### src/hdl/rbb_pkg.sv
package rbb_pkg;

   localparam int MAX_WIDTH_DEF  = 1024;
   localparam int MAX_RADIUS_DEF = 7;
   localparam int MAX_HEIGHT     = 4096;
   localparam int RW             = 13;   // row counters, can hold MAX_HEIGHT

   localparam int CSR_IW = 2;
   localparam int CSR_DW = 13;
   localparam logic [CSR_IW-1:0] CSR_FRAME_WIDTH  = 2'd0;
   localparam logic [CSR_IW-1:0] CSR_FRAME_HEIGHT = 2'd1;
   localparam logic [CSR_IW-1:0] CSR_BLUR_RADIUS  = 2'd2;

   localparam logic [10:0] WIDTH_RST  = 11'd640;
   localparam logic [12:0] HEIGHT_RST = 13'd480;
   localparam logic [2:0]  RADIUS_RST = 3'd3;

   typedef struct packed {
      logic load;       // latch the accepted word
      logic write;      // store the pixel, advance input position
      logic check;      // test readiness, latch window bounds
      logic issue;      // read one window entry
      logic div_start;
      logic div_step;
      logic emit;       // load result register, advance output position
   } ctl_cmd_type;

   typedef struct packed {
      logic proceed;
      logic emit_ok;
      logic sum_last;
      logic div_done;
      logic rsp_free;
   } ctl_sts_type;

endpackage

### src/hdl/rbb_ctrl.sv
module rbb_ctrl (
   input  logic                 clock,
   input  logic                 reset,
   input  logic                 req_valid,
   output logic                 req_ready,
   output rbb_pkg::ctl_cmd_type cmd,
   input  rbb_pkg::ctl_sts_type sts
);

   localparam logic [2:0] S_IDLE  = 3'd0;
   localparam logic [2:0] S_WRITE = 3'd1;
   localparam logic [2:0] S_CHECK = 3'd2;
   localparam logic [2:0] S_SUM   = 3'd3;
   localparam logic [2:0] S_TAIL  = 3'd4;
   localparam logic [2:0] S_DINIT = 3'd5;
   localparam logic [2:0] S_DIV   = 3'd6;
   localparam logic [2:0] S_OUT   = 3'd7;

   logic [2:0] state_ff, state_in;

   always_ff @(posedge clock) begin
      if (reset) begin
         state_ff <= S_IDLE;
      end else begin
         state_ff <= state_in;
      end
   end

   assign req_ready = (state_ff == S_IDLE);

   always_comb begin
      state_in = state_ff;
      cmd      = '0;
      unique case (state_ff)
         S_IDLE: begin
            if (req_valid) begin
               cmd.load = 1'b1;
               state_in = S_WRITE;
            end
         end
         S_WRITE: begin
            cmd.write = 1'b1;
            state_in  = sts.proceed ? S_CHECK : S_IDLE;
         end
         S_CHECK: begin
            cmd.check = 1'b1;
            state_in  = sts.emit_ok ? S_SUM : S_IDLE;
         end
         S_SUM: begin
            cmd.issue = 1'b1;
            if (sts.sum_last) begin
               state_in = S_TAIL;
            end
         end
         S_TAIL: begin
            state_in = S_DINIT;
         end
         S_DINIT: begin
            cmd.div_start = 1'b1;
            state_in      = S_DIV;
         end
         S_DIV: begin
            cmd.div_step = 1'b1;
            if (sts.div_done) begin
               state_in = S_OUT;
            end
         end
         S_OUT: begin
            if (sts.rsp_free) begin
               cmd.emit = 1'b1;
               state_in = S_IDLE;
            end
         end
         default: state_in = S_IDLE;
      endcase
   end

endmodule

### config.mk
export PLATFORM = sky130hd
export DESIGN_NAME = rbb_ctrl
export DESIGN_NICKNAME = d
export VERILOG_FILES = /design/src/hdl/rbb_pkg.sv /design/src/hdl/rbb_ctrl.sv
export SDC_FILE = /design/constraint.sdc
export NUM_CORES = 1
export LEC_CHECK = 0
export BUFFER_PORTS_ARGS = -buffer_cell sky130_fd_sc_hd__buf_4
export CAP_MARGIN = 20
export CORE_AREA = 2 2 39 41
export DETAILED_ROUTE_END_ITERATION = 8
export DIE_AREA = 0 0 41 43
export GPL_TIMING_DRIVEN = 0
export PLACE_DENSITY_LB_ADDON = 0.2
export SYNTH_ARGS = -nofsm -noshare
export SYNTH_HDL_FRONTEND = slang
export SYNTH_SLANG_ARGS = --single-unit
### constraint.sdc
create_clock -name clock -period 1 [get_ports clock]
set_input_delay 0.05 -clock clock [delete_from_list [all_inputs] [get_ports clock]]
set_output_delay 0.05 -clock clock [all_outputs]
set_load 0.03 [all_outputs]
== Yosys cells after proc, flatten, opt, wreduce, memory -nomap -nowiden ==
Index checks and enable logic that the tools add are counted.

* Latch bits: 0
* Bits of input ports: 8
* Register bits: 3
* Memory bits (read-only): 0
* Word-level logic and storage cells: 30
* RAM bits: 0
* Memories kept: 0

* Bitwise logic cells: 0
* Magnitude comparators: 0
* Eq/ne operators: 11
* Div/mod/pow operators: 0
* Multipliers: 0
* Muxes and demuxes: 16
* Shifts and indexed selects: 0
* Reductions and logical operators: 2
* $add $sub $neg: 0

{| class="wikitable"
|+ Operators with widths
! kind !! count
|-
| $pmux W3 S8 || 1
|-
| $eq A3 B3 Y1 const B || 4
|-
| $mux W3 || 4
|-
| $mux W1 || 9
|-
| $ne A2 B2 Y1 const B || 4
|-
| $eq A3 B2 Y1 const B || 2
|-
| $mux W2 || 2
|-
| $reduce_and A4 Y1 || 1
|-
| $eq A3 B1 Y1 const B || 1
|-
| $logic_not A3 Y1 || 1
|}

== Depth between registers and ports, before layout ==
* Depth in word-level cells: 3
* Mapped depth: 4

== Worst setup path before layout ==
No wires, ideal clock.

* Kind: register to output
* From: reg state_ff[1]
* To: out cmd[4] in the netlist's numbering
* Required time: 0.950 ns
* Arrival time: 1.331 ns
* Slack: -0.381 ns
* Stages on the path, launching flop included: 3
* Cells stage by stage: dfxtp_1 > buf_2 > nor3b_1

{| class="wikitable"
|+ RTL lines
! item !! RTL line !! source
|-
| start: declaration || rbb_ctrl.sv:19 || <nowiki>logic [2:0] state_ff, state_in;</nowiki>
|-
| start signal: assignment || rbb_ctrl.sv:25 || <nowiki>state_ff <= state_in;</nowiki>
|-
| end: declaration || rbb_ctrl.sv:6 || <nowiki>output rbb_pkg::ctl_cmd_type cmd,</nowiki>
|}

==> run_results.csv <==
group,metric,value,unit
routing,drtIter0Drc,6,
timing,tightest_slew,314,ps
synthesis,synth_top_area_share,20.5,%
grt,top_usage_layer,"met2",
grt,grt_max_degree,9,
timing,setup_viol,11,
synthesis,syn_area,293,sq um
pwr,power,604,uW
timing,rsz0062_at_grt,"yes",
die,fp.coreArea,1380,sq um
synthesis,synth_edf_count,0,
placed_design,gp_congestion,0.737,
timing,hold_viol,0,
clock_network,clk_latency,230,ps
final_layout,reg.largest.list,"state_ff x3",
routing,first_pass_iters,4,
routing,routedWlPerCell,11.9,um
synthesis,synth_most_common_cell,"nor2_1",
synthesis,synth_top_area_cell,"dfxtp_1",
final_layout,nets,76,
die,dieArea,1760,sq um
clock_network,h-tree-depth,1,
synthesis,syn_inst,38,
synthesis,yosysSeqAreaShare,20.5,%
placed_design,dp_hpwl,578,um
job,maxCapViolCount,0,
timing,slew_violations,0,
run_status,status,"finished with violations",
grt,gr-total-overflow,0,
min_path,hp-class,"in2reg",
critical_path,arrival,1120,ps
clock_network,cts_root_buf,"clkbuf_4",
grt,grt_use_met3,2.62,%
synthesis,ys_warn_count,0,
pwr,ir_drop,0.493,mV
timing,period_share,117,%
routing,vias,401,
timing,fin_skew,2.27,ps
synthesis,syn_avg_cell_area,7.70,sq um
pwr,power_density,853,nW/um^2
critical_path,cp.required,950,ps
final_layout,top_register,"state_ff",
clock_network,clock_sinks,3,
grt,track_usage,12.6,%
synthesis,async_reset_ff_share,0,%
synthesis,yosysUniqueCellTypes,24,
pwr,power_leakage,0.299,nW
synthesis,syn_nets,46,
final_layout,fillers,138,
critical_path,crit_fanout,7,
final_layout,largest_reg_flops,3,
final_layout,syn_to_final_growth,142,%
grt,antenna_found_initial,0,
die,boundaryPins,16,
synthesis,synth_common_cells,"nor2_1 (5), nor3b_1 (4), dfxtp_1 (3), nand2_1 (3)",
clock_network,cts.clk_slew.worst_paths,30,ps
die,die_y,43,um
synthesis,ys.flop_type,"dfxtp_1",
clock_network,cts_buffers,3,
grt,grt_pass1_vias,360,
routing,drc_errors,0,
final_layout,drive_gt1_share,67.2,%
critical_path,criticalPathCategory,"reg2out",
clock_network,clockBufferDepth,2,
grt,globalRouteMet1Util,15.1,%
timing,clock.fmax,856,MHz
routing,antenna_left,0,
routing,vias_per_cell,4.83,
final_layout,final_util,51.2,%
synthesis,ys_top_cells_by_area,"dfxtp_1 (21%), nor3b_1 (10%), nor2_1 (6.4%)",
grt,grt_pass1_wl,1.51,mm
critical_path,start_kind,"flip-flop",
timing,layout_setup_ws,-169,ps
timing,slew_headroom,79.0,%
die,row_count,14,
placed_design,port_buffers,15,
critical_path,end_kind,"output pin",
final_layout,diodes,0,
die,floorplan.initialDensity,21.2,%
routing,routed_wl,984,um
grt,met2_usage,18.8,%
synthesis,synth-seq-cells,3,
run_status,violations,"negative setup slack",
timing,min_period,1170,ps
clock_network,cts_tree,"built",
die,die_w,41,um
[worst max-delay path, cell delays in order (launching register included)]
cell and delay, ps:
dfxtp_4 360, nor3_4 230, and2_4 170, buf_6 120
[layout by cell type (no fill, tap or decap), types with 2 or more instances in the layout]
cell and count:
clkbuf_4 3, nor2_4 2, nor2_1 2, dfxtp_4 3, a21oi_1 2, buf_8 2, inv_1 2, nand2_1 2
buf_4 12, nor3b_1 2, nor3b_2 2, buf_6 11
[per-stage QoR]
stage                     area [sq um]  setup slack (ps)  TNS (ps)  hold WS (ps)  cells
after floorplan                    330              -155      -541           110     38
after global placement             463              -231      -814           245     69
after detailed placement           463              -204      -705           241     69
after CTS                          662              -154     -1410           165     83
after global routing               708              -220     -2000           180     83
final                              708              -169     -1390           172     83
[cell families (layout without fill, tap and decap cells)]
kind of cell | count (synthesis) | after routing | synth area share [%]
AND/OR/NAND/NOR | 20 | 20 | 40.6
buffers and inverters | 5 | 34 | 10.7
AO/OA/AOI/OAI | 10 | 10 | 28.2
flip-flops | 3 | 3 | 20.5
[final cells by class]
class / count / area, sq um / share of cell area [%]
Multi-Input combinational cell: 30 / 282 / 39.8
Timing Repair Buffer: 25 / 260 / 36.7
Sequential cell: 3 / 71.3 / 10.1
Buffer: 3 / 41.3 / 5.83
Clock buffer: 4 / 26.3 / 3.71
Tap cell: 16 / 20.0 / 2.83
Inverter: 2 / 7.51 / 1.06
[timing repair]
item	in CTS	in global routing
endpoints found under the hold margin	2	0
hold buffers	1	0
pin swaps	5	7
buffers inserted	8	0
gates cloned	1	0
gates resized for setup	19	10
endpoints found under the setup margin	11	11
[metal layers]
layer / part of all wire (%) / routed length [um]
met5: 0 / 0
met4: 2.1 / 21
met3: 4.1 / 40
met2: 55 / 546
met1: 38 / 377
[final timing paths]
kind                            slack [ps]  cells after the start          end   startpoint
worst max register to register        -140                      4  state_ff[1]  state_ff[2]
worst min-delay path                   170                      3  state_ff[0]        reset
worst min register to register         700                      3  state_ff[0]  state_ff[0]
worst max-delay path                  -170                      3       cmd[6]  state_ff[0]
[report_power, final]
group / switching (mW) / internal (mW)
sequential: 0.0156 / 0.123
clock: 0.0606 / 0.149
combinational: 0.111 / 0.145
total: 0.187 / 0.417
(Power assumes the default switching activity.)
